## src/rtl/per_process_page_table_mmu_top_defines.svh

```systemverilog
// Assertion macros used by the page table MMU controller.
`ifndef PER_PROCESS_PAGE_TABLE_MMU_TOP_DEFINES_SVH
`define PER_PROCESS_PAGE_TABLE_MMU_TOP_DEFINES_SVH
`ifndef ASSERT_OFF
// Clocked property check, disabled while reset is high.
`define ASSERT_CLK(label, clk, rst, prop) \
   label: assert property (@(posedge clk) disable iff (rst) prop) \
      else $error("assertion failed");
// Clocked implication check, disabled while reset is high.
`define ASSERT_IMPL(label, clk, rst, pre, post) \
   label: assert property (@(posedge clk) disable iff (rst) (pre) |-> (post)) \
      else $error("implication failed");
`else
`define ASSERT_CLK(label, clk, rst, prop)
`define ASSERT_IMPL(label, clk, rst, pre, post)
`endif
`endif

```

## src/rtl/ppmmu_pkg.sv

```systemverilog
// Types and codes shared by the page table MMU modules.
`timescale 1ns / 1ps
package ppmmu_pkg;

   // Fixed virtual address width of the request transaction.
   localparam int VA_W = 6;

   // Operation codes.
   localparam logic [1:0] FUNC_MAP   = 2'd0;
   localparam logic [1:0] FUNC_STORE = 2'd1;
   localparam logic [1:0] FUNC_LOAD  = 2'd2;

   // Response status codes.
   localparam logic [2:0] STATUS_MAPPED    = 3'd0;
   localparam logic [2:0] STATUS_ALREADY   = 3'd1;
   localparam logic [2:0] STATUS_STORED    = 3'd2;
   localparam logic [2:0] STATUS_PROTECTED = 3'd3;
   localparam logic [2:0] STATUS_INVALID   = 3'd4;
   localparam logic [2:0] STATUS_LOADED    = 3'd5;

   typedef struct packed {
      logic [1:0]      func;
      logic [1:0]      process_id;
      logic [VA_W-1:0] virtual_address;
      logic [7:0]      value;
   } req_type;

   typedef struct packed {
      logic [2:0] status;
      logic [3:0] frame_number;
      logic [7:0] physical_address;
      logic [7:0] read_data;
   } rsp_type;

   // Controller states.
   typedef enum logic [1:0] {
      ST_CLEAR,
      ST_IDLE,
      ST_EXEC,
      ST_FINISH
   } state_type;

   // Commands from the controller to the datapath.
   typedef struct packed {
      logic clear_wr;
      logic accept;
      logic exec;
      logic out_load;
   } ctrl_cmd_type;

   // Status from the datapath to the controller.
   typedef struct packed {
      logic clear_done;
   } dp_status_type;

endpackage

```

## src/rtl/per_process_page_table_mmu_top.sv

```systemverilog
// An accepted request passes through the execute and finish steps, and the
// response register loads from the finish step once it is free. A new request
// is taken only when idle or in the finish step, so one request completes
// before the next starts; a stalled response holds the next one.
// Reset: synchronous, active high; valid bits clear at once, then a clearing pass
// writes zero to all NUM_PROCS*PAGES_PER_PROC*PAGE_BYTES bytes with req_ready low.
`timescale 1ns / 1ps
module per_process_page_table_mmu_top #(
   parameter int NUM_PROCS      = 4,
   parameter int PAGES_PER_PROC = 4,
   parameter int PAGE_BYTES     = 16
) (
   input  logic               clock,
   input  logic               reset,
   input  logic               req_valid,
   output logic               req_ready,
   input  ppmmu_pkg::req_type req_data,
   output logic               rsp_valid,
   input  logic               rsp_ready,
   output ppmmu_pkg::rsp_type rsp_data
);

   ppmmu_pkg::ctrl_cmd_type  cmd;
   ppmmu_pkg::dp_status_type stat;

   // Sequencing of clear, accept, execute and response steps.
   ppmmu_ctrl u_ctrl (
      .clock     (clock),
      .reset     (reset),
      .req_valid (req_valid),
      .req_ready (req_ready),
      .rsp_valid (rsp_valid),
      .rsp_ready (rsp_ready),
      .stat      (stat),
      .cmd       (cmd)
   );

   // Page table, byte memory and response register.
   ppmmu_dp #(
      .NUM_PROCS      (NUM_PROCS),
      .PAGES_PER_PROC (PAGES_PER_PROC),
      .PAGE_BYTES     (PAGE_BYTES)
   ) u_dp (
      .clock    (clock),
      .reset    (reset),
      .cmd      (cmd),
      .stat     (stat),
      .req_data (req_data),
      .rsp_data (rsp_data)
   );

endmodule

```

## src/rtl/ppmmu_ctrl.sv

```systemverilog
// Controller state machine of the page table MMU.
`timescale 1ns / 1ps
`include "per_process_page_table_mmu_top_defines.svh"
module ppmmu_ctrl (
   input  logic                     clock,
   input  logic                     reset,
   input  logic                     req_valid,
   output logic                     req_ready,
   output logic                     rsp_valid,
   input  logic                     rsp_ready,
   input  ppmmu_pkg::dp_status_type stat,
   output ppmmu_pkg::ctrl_cmd_type  cmd
);

   ppmmu_pkg::state_type state_ff, state_in;
   logic rsp_valid_ff, rsp_valid_in;
   logic out_free;

   // The output register can take a new response when empty or being drained.
   assign out_free = !rsp_valid_ff || rsp_ready;

   // Next state.
   always_comb begin
      state_in = state_ff;
      unique case (state_ff)
         ppmmu_pkg::ST_CLEAR: begin
            if (stat.clear_done) state_in = ppmmu_pkg::ST_IDLE;
         end
         ppmmu_pkg::ST_IDLE: begin
            if (req_valid) state_in = ppmmu_pkg::ST_EXEC;
         end
         ppmmu_pkg::ST_EXEC: begin
            state_in = ppmmu_pkg::ST_FINISH;
         end
         ppmmu_pkg::ST_FINISH: begin
            if (out_free) begin
               state_in = req_valid ? ppmmu_pkg::ST_EXEC : ppmmu_pkg::ST_IDLE;
            end
         end
         default: state_in = ppmmu_pkg::ST_CLEAR;
      endcase
   end

   // Outputs and datapath commands.
   always_comb begin
      req_ready    = 1'b0;
      cmd          = '0;
      unique case (state_ff)
         ppmmu_pkg::ST_CLEAR: begin
            cmd.clear_wr = 1'b1;
         end
         ppmmu_pkg::ST_IDLE: begin
            req_ready = 1'b1;
         end
         ppmmu_pkg::ST_EXEC: begin
            cmd.exec = 1'b1;
         end
         ppmmu_pkg::ST_FINISH: begin
            req_ready    = out_free;
            cmd.out_load = out_free;
         end
         default: begin
            req_ready = 1'b0;
         end
      endcase
      cmd.accept = req_valid && req_ready;
   end

   // Response valid flag: set on load, cleared when the transaction is taken.
   assign rsp_valid_in = cmd.out_load || (rsp_valid_ff && !rsp_ready);
   assign rsp_valid    = rsp_valid_ff;

   always_ff @(posedge clock) begin
      if (reset) begin
         state_ff     <= ppmmu_pkg::ST_CLEAR;
         rsp_valid_ff <= 1'b0;
      end else begin
         state_ff     <= state_in;
         rsp_valid_ff <= rsp_valid_in;
      end
   end

   // An accepted request always moves into execution on the next cycle.
   `ASSERT_CLK(a_accept_exec, clock, reset, cmd.accept |=> state_ff == ppmmu_pkg::ST_EXEC)
   // Execution is always followed by the finish step on the next cycle.
   `ASSERT_CLK(a_exec_finish, clock, reset, cmd.exec |=> state_ff == ppmmu_pkg::ST_FINISH)
   // A loaded response is presented on the following cycle.
   `ASSERT_CLK(a_load_valid, clock, reset, cmd.out_load |=> rsp_valid_ff)
   // A response appears only out of the finish step.
   `ASSERT_IMPL(a_rise_src, clock, reset, $rose(rsp_valid_ff),
                $past(state_ff == ppmmu_pkg::ST_FINISH))

endmodule

```

## src/rtl/ppmmu_dp.sv

```systemverilog
// Datapath of the page table MMU: page table, byte memory and response register.
`timescale 1ns / 1ps
module ppmmu_dp #(
   parameter int NUM_PROCS      = 4,
   parameter int PAGES_PER_PROC = 4,
   parameter int PAGE_BYTES     = 16
) (
   input  logic                     clock,
   input  logic                     reset,
   input  ppmmu_pkg::ctrl_cmd_type  cmd,
   output ppmmu_pkg::dp_status_type stat,
   input  ppmmu_pkg::req_type       req_data,
   output ppmmu_pkg::rsp_type       rsp_data
);

   localparam int VA_W        = ppmmu_pkg::VA_W;
   localparam int VA_MAX      = (1 << VA_W) - 1;
   localparam int ENTRY_COUNT = NUM_PROCS * PAGES_PER_PROC;
   localparam int MEM_BYTES   = ENTRY_COUNT * PAGE_BYTES;
   localparam int ENTRY_W     = (ENTRY_COUNT > 1) ? $clog2(ENTRY_COUNT) : 1;
   localparam int ESUM_W      = ENTRY_W + 1;
   localparam int SLOT_W      = (PAGES_PER_PROC > 1) ? $clog2(PAGES_PER_PROC) : 1;
   localparam int OFF_W       = $clog2(PAGE_BYTES);
   localparam int PA_W        = $clog2(MEM_BYTES);
   localparam int PROD_W      = PA_W + 1;
   localparam int MAX_PAGE    = VA_MAX / PAGE_BYTES;
   localparam int CALC_W      = 8;
   localparam logic [VA_W-1:0] PB_VA = VA_W'(PAGE_BYTES);

   // Request decode signals.
   logic [VA_W-1:0]       page_dec;
   logic [VA_W-1:0]       off_va;
   logic [OFF_W+VA_W-1:0] off_wide;
   logic [OFF_W-1:0]      offset_dec;
   logic [CALC_W-1:0]     base_calc;
   logic [CALC_W-1:0]     idx_calc;
   logic                  in_range_dec;

   // Registered request.
   logic [1:0]         func_ff;
   logic [7:0]         value_ff;
   logic               in_range_ff;
   logic [ENTRY_W-1:0] base_ff;
   logic [ENTRY_W-1:0] idx_ff;
   logic [OFF_W-1:0]   offset_ff;

   // Page table: valid bits in flops, writable flag and frame in a memory.
   logic [ENTRY_COUNT-1:0] valid_ff;
   logic [ENTRY_W:0]       tbl_mem [ENTRY_COUNT];
   logic [ENTRY_W:0]       tbl_rdata_ff;

   // Byte memory and its clearing counter.
   logic [7:0]      mem_bytes [MEM_BYTES];
   logic [7:0]      mem_rdata_ff;
   logic [PA_W-1:0] clr_ff, clr_in;
   logic            mem_we;
   logic [PA_W-1:0] mem_waddr;
   logic [7:0]      mem_wdata;

   // Execution signals.
   logic [PAGES_PER_PROC-1:0] proc_valid;
   logic [ESUM_W-1:0]         ent_sum;
   logic [ESUM_W-1:0]         frame_sum;
   logic [SLOT_W-1:0]         slot;
   logic [ENTRY_W-1:0]        new_frame;
   logic [ENTRY_W-1:0]        cur_frame;
   logic                      cur_writable;
   logic                      ent_valid;
   logic [PROD_W-1:0]         pa_prod;
   logic [PA_W-1:0]           pa_calc;
   logic                      map_wr;
   logic                      store_wr;
   logic                      load_rd;

   // Pending result and response register.
   logic [2:0]         pend_status_ff, pend_status_in;
   logic [ENTRY_W-1:0] pend_frame_ff, pend_frame_in;
   logic [PA_W-1:0]    pend_pa_ff, pend_pa_in;
   logic [ENTRY_W+3:0] frame_wide;
   logic [PA_W+7:0]    pa_wide;
   ppmmu_pkg::rsp_type rsp_ff;

   // Split the virtual address into page and offset by comparing against page bounds.
   always_comb begin
      page_dec = '0;
      for (int k = 1; k <= MAX_PAGE; k++) begin
         if ({2'b00, req_data.virtual_address} >= CALC_W'(k * PAGE_BYTES)) begin
            page_dec = VA_W'(k);
         end
      end
      off_va     = req_data.virtual_address - page_dec * PB_VA;
      off_wide   = {{OFF_W{1'b0}}, off_va};
      offset_dec = off_wide[OFF_W-1:0];
      base_calc  = CALC_W'(req_data.process_id) * CALC_W'(PAGES_PER_PROC);
      idx_calc   = base_calc + CALC_W'(page_dec);
      in_range_dec = (req_data.func <= ppmmu_pkg::FUNC_LOAD) &&
                     ({3'b000, req_data.process_id} < 5'(NUM_PROCS)) &&
                     (page_dec < VA_W'(PAGES_PER_PROC));
   end

   // Capture the request and read its page table entry.
   always_ff @(posedge clock) begin
      if (cmd.accept) begin
         func_ff      <= req_data.func;
         value_ff     <= req_data.value;
         in_range_ff  <= in_range_dec;
         base_ff      <= base_calc[ENTRY_W-1:0];
         idx_ff       <= idx_calc[ENTRY_W-1:0];
         offset_ff    <= offset_dec;
         tbl_rdata_ff <= tbl_mem[idx_calc[ENTRY_W-1:0]];
      end
   end

   // Find the first invalid entry of the process and translate the address.
   always_comb begin
      ent_sum = '0;
      for (int i = 0; i < PAGES_PER_PROC; i++) begin
         ent_sum       = {1'b0, base_ff} + ESUM_W'(i);
         proc_valid[i] = valid_ff[ent_sum[ENTRY_W-1:0]];
      end
      slot = '0;
      for (int i = PAGES_PER_PROC - 1; i >= 0; i--) begin
         if (!proc_valid[i]) slot = SLOT_W'(i);
      end
      frame_sum    = {1'b0, base_ff} + ESUM_W'(slot);
      new_frame    = frame_sum[ENTRY_W-1:0];
      cur_frame    = tbl_rdata_ff[ENTRY_W-1:0];
      cur_writable = tbl_rdata_ff[ENTRY_W];
      ent_valid    = valid_ff[idx_ff];
      pa_prod      = PROD_W'(cur_frame) * PROD_W'(PAGE_BYTES) + PROD_W'(offset_ff);
      pa_calc      = pa_prod[PA_W-1:0];
   end

   // Operation decode and result selection.
   always_comb begin
      pend_status_in = ppmmu_pkg::STATUS_INVALID;
      pend_frame_in  = '0;
      pend_pa_in     = '0;
      map_wr         = 1'b0;
      store_wr       = 1'b0;
      load_rd        = 1'b0;
      if (in_range_ff) begin
         unique case (func_ff)
            ppmmu_pkg::FUNC_MAP: begin
               if (ent_valid) begin
                  pend_status_in = ppmmu_pkg::STATUS_ALREADY;
               end else begin
                  pend_status_in = ppmmu_pkg::STATUS_MAPPED;
                  pend_frame_in  = new_frame;
                  map_wr         = cmd.exec;
               end
            end
            ppmmu_pkg::FUNC_STORE: begin
               if (ent_valid) begin
                  pend_pa_in = pa_calc;
                  if (cur_writable) begin
                     pend_status_in = ppmmu_pkg::STATUS_STORED;
                     store_wr       = cmd.exec;
                  end else begin
                     pend_status_in = ppmmu_pkg::STATUS_PROTECTED;
                  end
               end
            end
            ppmmu_pkg::FUNC_LOAD: begin
               if (ent_valid) begin
                  pend_status_in = ppmmu_pkg::STATUS_LOADED;
                  pend_pa_in     = pa_calc;
                  load_rd        = cmd.exec;
               end
            end
            default: begin
               pend_status_in = ppmmu_pkg::STATUS_INVALID;
            end
         endcase
      end
   end

   // Valid bits are cleared at reset and set by a successful map.
   always_ff @(posedge clock) begin
      if (reset) begin
         valid_ff <= '0;
      end else if (map_wr) begin
         valid_ff[idx_ff] <= 1'b1;
      end
   end

   // Page table memory write on a successful map.
   always_ff @(posedge clock) begin
      if (map_wr) begin
         tbl_mem[idx_ff] <= {(value_ff != 8'd0), new_frame};
      end
   end

   // Clearing pass counter over the byte memory after reset.
   assign clr_in          = clr_ff + PA_W'(1);
   assign stat.clear_done = (clr_ff == PA_W'(MEM_BYTES - 1));

   always_ff @(posedge clock) begin
      if (reset) begin
         clr_ff <= '0;
      end else if (cmd.clear_wr) begin
         clr_ff <= clr_in;
      end
   end

   // Byte memory: one write port shared by clearing and stores, one read port.
   assign mem_we    = cmd.clear_wr || store_wr;
   assign mem_waddr = cmd.clear_wr ? clr_ff : pa_calc;
   assign mem_wdata = cmd.clear_wr ? 8'd0 : value_ff;

   always_ff @(posedge clock) begin
      if (mem_we) begin
         mem_bytes[mem_waddr] <= mem_wdata;
      end
   end

   always_ff @(posedge clock) begin
      if (load_rd) begin
         mem_rdata_ff <= mem_bytes[pa_calc];
      end
   end

   // Hold the result while the byte memory read completes.
   always_ff @(posedge clock) begin
      if (cmd.exec) begin
         pend_status_ff <= pend_status_in;
         pend_frame_ff  <= pend_frame_in;
         pend_pa_ff     <= pend_pa_in;
      end
   end

   // Response register, masked to the response field widths.
   assign frame_wide = {4'b0000, pend_frame_ff};
   assign pa_wide    = {8'd0, pend_pa_ff};

   always_ff @(posedge clock) begin
      if (cmd.out_load) begin
         rsp_ff.status           <= pend_status_ff;
         rsp_ff.frame_number     <= frame_wide[3:0];
         rsp_ff.physical_address <= pa_wide[7:0];
         rsp_ff.read_data        <= (pend_status_ff == ppmmu_pkg::STATUS_LOADED) ?
                                    mem_rdata_ff : 8'd0;
      end
   end

   assign rsp_data = rsp_ff;

endmodule
```

## config.mk

```make
export PLATFORM = sky130hd
export DESIGN_NAME = per_process_page_table_mmu_top
export DESIGN_NICKNAME = d
export VERILOG_FILES = /design/src/rtl/ppmmu_pkg.sv /design/src/rtl/per_process_page_table_mmu_top.sv /design/src/rtl/ppmmu_ctrl.sv /design/src/rtl/ppmmu_dp.sv
export VERILOG_INCLUDE_DIRS = /design/src /design/src/rtl
export SDC_FILE = /design/constraint.sdc
export NUM_CORES = 2
export LEC_CHECK = 0
export ABC_AREA = 0
export BUFFER_PORTS_ARGS = -buffer_cell sky130_fd_sc_hd__clkbuf_2
export CAP_MARGIN = 20
export CORE_ASPECT_RATIO = 1.25
export CORE_UTILIZATION = 36
export CTS_CLUSTER_SIZE = 16
export DETAILED_ROUTE_END_ITERATION = 10
export GPL_TIMING_DRIVEN = 0
export PLACE_DENSITY = 0.53
export SLEW_MARGIN = 25
export SYNTH_ARGS = -nofsm -noshare
export SYNTH_HDL_FRONTEND = slang
export SYNTH_SLANG_ARGS = --single-unit
```

## constraint.sdc

```tcl
create_clock -name clock -period 7.9 [get_ports clock]
set_clock_uncertainty 0.15 [all_clocks]
set_input_delay 0.395 -clock clock [delete_from_list [all_inputs] [get_ports clock]]
set_output_delay 0.395 -clock clock [all_outputs]
set_load 0.01 [all_outputs]
```

# After elaboration in Yosys (flattened, before gate mapping)
# Memories as Yosys holds them, arrays and structs flattened. A register that Yosys moved wholly into a read port is not among the register bits.
# Cells that the tools add are included.
# word_totals
ff_bits	86
mem_bits_rw	2128
inputBits	22
output_inout_bits	25
elab_cells	116
n_memories	2
# classes
add_sub_neg	8
magnitude_cmp	11
eq_ne	10
n_mux	49
n_bitwise	3
n_reduce_logical	16
# memory_table
name	depth	width	rd	rd_ports_with_merged_regs	write_ports	line_no	rtl
u_dp.mem_bytes	256	8	1	1	1	ppmmu_dp.sv:53	logic [7:0] mem_bytes [MEM_BYTES];
u_dp.tbl_mem	16	5	1	1	1	ppmmu_dp.sv:49	logic [ENTRY_W:0] tbl_mem [ENTRY_COUNT];
# ops
cell	count
two-way mux 1 bit	27
< comparator 4 x 5 -> 1 bit, second input constant	5
binary-select mux 1 bit (select 4 bit)	4
two-way mux 2 bit	8
two-way mux 8 bit	2
bitwise OR 16 bit	1
greater-or-equal comparator 6 bit, second input constant	2
two-way mux 6 bit	2
case mux 3 bit (3 select lines)	1
adder 4 x 2 -> 4 bit, second input constant	2
adder 8 x 1 -> 8 bit, second input constant	1
adder 8 x 4 -> 8 bit	1
equality test 8 bit, second input constant	1
case mux 2 bit (4 select lines)	1
nonzero test 8 bit	1
equality test 2 bit, second input constant	3
greater-or-equal comparator 6 x 5 -> 1 bit, second input constant	1
< comparator 6 x 3 -> 1 bit, second input constant	1
AND reduction 3 bit	2
adder 4 x 1 -> 4 bit, second input constant	1
adder 4 x 2 -> 4 bit	1
adder 4 bit	1
demux 1 bit (select 4 bit)	1
equality test 2 x 1 -> 1 bit, second input constant	2
16 further kinds	25

# Depth between registers and ports, before layout
# logic_depth
word_depth	9
depth_mapped	12
mapped_depth_nobuf	7

# Hierarchy
# Synthesis repeated with hierarchy kept, for this count alone.
# unflattened
hier_cells	4126
hier_area_um2	86394.1
# by_module_without_submodules
mod	instances	cells_each	area_per_inst_um2	seq_area_each_um2
ppmmu_dp	1	4109	86245.2	66483.8
ppmmu_ctrl	1	17	148.9	60.1

# Worst setup path after synthesis
# OpenSTA, ideal clock, no wires.
# synth_timing
path_kind	register to register
start	register u_ctrl.state_ff[0]
end	memory u_dp.mem_bytes[0][0] (data pin)
setup_ns	0.869
t_arrival_ns	4.349
required_time_ns	6.881
setup_slack_ns	2.532
path_stages_with_launch	5
n_path_buf	2
synth_period_minus_slack_ns	5.368
path_cell_list	dfxtp_1 -> or2_2 -> clkbuf_1 -> clkbuf_1 -> and2_1
# synth_between
elab_chain_len	3
# synth_rtl
element	line_no	rtl
start, declared	ppmmu_ctrl.sv:15	ppmmu_pkg::state_type state_ff, state_in;
start signal, assigned	ppmmu_ctrl.sv:75	state_ff <= ppmmu_pkg::ST_CLEAR;
start signal, assigned	ppmmu_ctrl.sv:78	state_ff <= state_in;
zero test 2 bit	ppmmu_ctrl.sv:48	unique case (state_ff)
two-way mux 1 bit	ppmmu_ctrl.sv:48	
two-way mux 8 bit	ppmmu_dp.sv:209	assign mem_wdata = cmd.clear_wr ? 8'd0 : value_ff;
via u_dp.mem_wdata[0]	ppmmu_dp.sv:58	logic [7:0] mem_wdata;
end, declared	ppmmu_dp.sv:53	
# The timed path passes the listed nets, and every way through them passes these cells.

# Final worst setup path
# layout_timing
start	register u_dp.offset_ff[1]
end	memory u_dp.mem_bytes[155][0], enable pin
# layout_between
elab_chain_len	2
# layout_rtl
element	line_no	rtl
start, declared	ppmmu_dp.sv:45	logic [OFF_W-1:0] offset_ff;
start signal, assigned	ppmmu_dp.sv:109	offset_ff <= offset_dec;
adder 8 x 4 -> 8 bit	ppmmu_dp.sv:130	pa_prod = PROD_W'(cur_frame) * PROD_W'(PAGE_BYTES) + PROD_W'(offset_ff);
two-way mux 8 bit	ppmmu_dp.sv:208	assign mem_waddr = cmd.clear_wr ? clr_ff : pa_calc;
# No other way between the ends.

==> summary.md <==
| Metric | Value |
|---|---|
| F_max | 0.153 GHz |
| Nets | 4,680 |
| Total area of sequential cells | 66,500 sq um |
| Vias | 47,100 |
| Mapped Area | 86,500 sq um |
| Die Span Y | 550 um |
| IO Port Bufs | 45 |
| Yosys reg bits | 2,225 |
| TritonCTS Buffers | 217 |
| Sw Ratio | 20.6% |
| Startpoint Class | flop |
| Leakage | 0.0313 uW |
| Die X | 440 um |
| Global Route Usage Sum | 24.7% |
| Root Buffer | clkbuf_16 |
| Core Box Area | 238,000 sq um |
| Die Area | 242,000 sq um |
| Post-synth ARST share | 0% |
| Syn_nets | 4,333 |
| Max_slew headroom | 15.5% |
| Endpoints failing setup | 0 |
| Detailed Route WL | 301 mm |
| CTS tree | yes |
| Placed inst area | 92,300 sq um |
| Htree depth | 4 |
| Top cell type's share of synthesized area | 76.3% |
| Violation count after the first detailed-route iteration | 6,603 |
| Syn Inst Count | 4,306 |
| Number of global-route vias before repair | 46,600 |
| # Max-Cap Violations | 0 |
| Critical Path AT | 6.90 ns |
| Clock Path Buffers | 3 |
| Final hold vios | 0 |
| Initial antenna violation count | 15 |
| Clock sinks | 2,225 |
| Critical path capture point type | flop |
| RSZ-0062 raised after global routing | false |
| Design Area, Final | 99,400 sq um |
| Crit Path Category | flop to flop |
| Non-Filler Instances | 7,974 |
| Avg Vias per Cell | 5.90 |
| Status | completed |
| Area leader, netlist | edfxtp_1 |
| Clock Pin Slew Worst Setup and Hold Paths | 0.06 ns |
| Synth warn | 0 |
| Pwr/cell area | 234 nW/um^2 |
| Io pins | 47 |
| Slew Viols, Final | 0 |
| Period utilization | 82.6% |
| Hold crit path type | input pin to flop |
| Pin count of the biggest net entering global routing | 73 |
| FILL cells | 21,000 |
| Starting Density | 36.3% |
| Number of flops mapped to enable cells by yosys | 2,198 |
| Placed cell count | 7,544 |
| Multi-input gate area | 18,900 sq um |
| Wire per inst | 37.8 um |
| First-pass GRT wire length | 402 mm |
| Final critical-path required period | 6.53 ns |
| Sequential Power Share | 55.0% |
| Drt drc | 0 |
| Global route total overflow | 0 |
| Peak VDD IR | 0.239 mV |
| Standard-cell row count | 200 |
| Final GP Congestion | 0.952 |
| Area Overhead vs Synth | 15.0% |
| DP HPWL | 208 mm |
| Post_cts resized | 0 |
| Unique cell type count in the Yosys netlist | 60 |
| Clock Power Share | 44.0% |
| Crit-path max FO | 10 |
| Gate power share | 1.0% |
| Share of cells above drive strength 1 | 22.5% |
| P_sw | 4790 uW |
| Avg Synthesized Cell Area | 20.1 sq um |
| Synth area leaders | edfxtp_1 76%, mux4_2 11%, mux2i_1 3.3%, nor2_1 1.5%, o221ai_1 1.1% |
| Sequential-to-total area share from yosys stat | 77.0% |
| Pre-antenna DRT Iters | 7 |
| Tightest Pin Transition | 1.26 ns |
| Worst-skew pair later-pin latency | 0.91 ns |
| Final ANT Viol Nets | 0 |
| Int Pwr | 18,500 uW |
| Dominant synthesized flop cell | edfxtp_1 |
| Post-CTS Setup Inserts | 0 |
| Required time of the critical path | 8.27 ns |
[cells in the mapped netlist, types with 4 or more instances]
master,number
and4b_1,4
mux4_2,423
mux2i_1,287
a22oi_1,19
a311oi_1,4
nand3b_1,9
buf_1,20
nand2b_1,9
nand3_1,7
a31oi_1,19
a21oi_1,73
a22o_1,18
a2111oi_0,6
clkbuf_1,109
mux2_2,22
or2_2,5
nor3_1,72
nor2b_1,15
dfxtp_1,27
o211ai_1,8
nor2_1,338
o31ai_1,5
o22a_1,7
inv_1,17
xnor2_1,5
a221oi_1,21
nand2_1,131
a211oi_1,28
buf_4,40
ha_1,5
and2_1,30
buf_2,82
o221ai_1,106
and3_1,8
edfxtp_1,2198
o21ai_0,8
o22ai_1,62
nor4_1,25
[cell families after synthesis]
logic type | after synthesis | synth area share, %
xor+xnor | 7 | 0.0709
mux | 732 | 14.6
buf+inv | 269 | 1.46
compound gates | 404 | 3.44
fa+ha+maj | 5 | 0.0723
flops | 2225 | 77.0
simple gates | 664 | 3.38
[worst paths after layout]
| kind | startpoint | end | slack [ns] | cells past startpoint |
|---|---|---|---|---|
| worst max-delay path | u_dp.offset_ff[1] | u_dp.mem_bytes[155][0] | 1.37 | 8 |
| worst max register to register | u_dp.offset_ff[1] | u_dp.mem_bytes[155][0] | 1.37 | 8 |
| worst min-delay path | req_data[0] | u_dp.value_ff[0] | 0.07 | 2 |
| worst min register to register | u_dp.pend_frame_ff[2] | u_dp.rsp_data[18] | 0.27 | 0 |
[critical path, stage by stage, from the launching register on]
cell	delay (ns)
edfxtp_1	0.51
buf_2	0.44
buf_2	0.50
buf_2	0.73
buf_2	0.76
buf_1	0.70
a41oi_2	0.77
buf_2	0.57
nor2_1	0.87
[layer usage]
metal	vias up	share of wire [%]	global-route usage (%)
li1	18500	-	-
met1	25300	37	30.7
met4	8	6.7	14.7
met2	2591	48	40.2
met3	642	7.8	4.54
met5	-	0.015	0
[final cells by class]
type | count | area share (%)
Antenna cell | 7 | 0.0176
Buffer | 252 | 1.29
Clock buffer | 281 | 5.81
Clock inverter | 121 | 1.12
Inverter | 17 | 0.0642
Multi-Input combinational cell | 1812 | 19.0
Sequential cell | 2225 | 66.9
Tap cell | 3131 | 3.94
Timing Repair Buffer | 128 | 1.81
[power groups by stage]
stage	clock, uW	sequential (uW)	combinational, uW
floorplan	0	13000	79.3
global placement	0	13000	207
detailed placement	0	13000	214
CTS	10300	12800	221
global route	10700	12800	223
finish	10200	12800	229
[cells in the final DEF, fill, tap and decap left out, drive strengths merged, types with 72 or more instances in the layout]
| master | count |
|---|---|
| clkinv | 97 |
| nor2 | 338 |
| o221ai | 106 |
| mux2i | 287 |
| edfxtp | 2198 |
| nand2 | 131 |
| mux4 | 423 |
| buf | 204 |
| nor3 | 72 |
| a21oi | 74 |
| clkbuf | 436 |
[flip-flops by register name (all words and copies together) (netlist names)]
signal	count
u_dp.offset_ff	4
u_ctrl.state_ff	2
u_dp.pend_status_ff	3
u_dp.pend_pa_ff	8
u_dp.value_ff	8
u_dp.mem_bytes	2048
u_dp.valid_ff	16
u_dp.tbl_rdata_ff	5
u_dp.pend_frame_ff	4
u_dp.clr_ff	8
u_dp.in_range_ff	1
u_dp.mem_rdata_ff	8
u_ctrl.rsp_valid	1
u_dp.func_ff	2
u_dp.rsp_data	23
u_dp.idx_ff	4
u_dp.tbl_mem	80
[per-stage QoR]
step	hold slack, ns	util [%]	power, uW	TNS [ns]	setup slack (ns)
after global routing	0.0565	41.7	23700	0	1.45
after CTS	0.0161	41.7	23300	0	1.48
final	0.0699	41.7	23300	0	1.37
after global placement	0.258	38.0	13300	-4408.95	-2.72
after detailed placement	0.257	38.7	13300	0	1.48
after floorplan	0.250	-	13100	0	2.53
[timing repair]
action / CTS / global route
endpoints found under the setup margin: 0 / 0
endpoints found under the hold margin: 53 / 0
hold buffers: 21 / 0
Power figures use the tool's default switching activity.
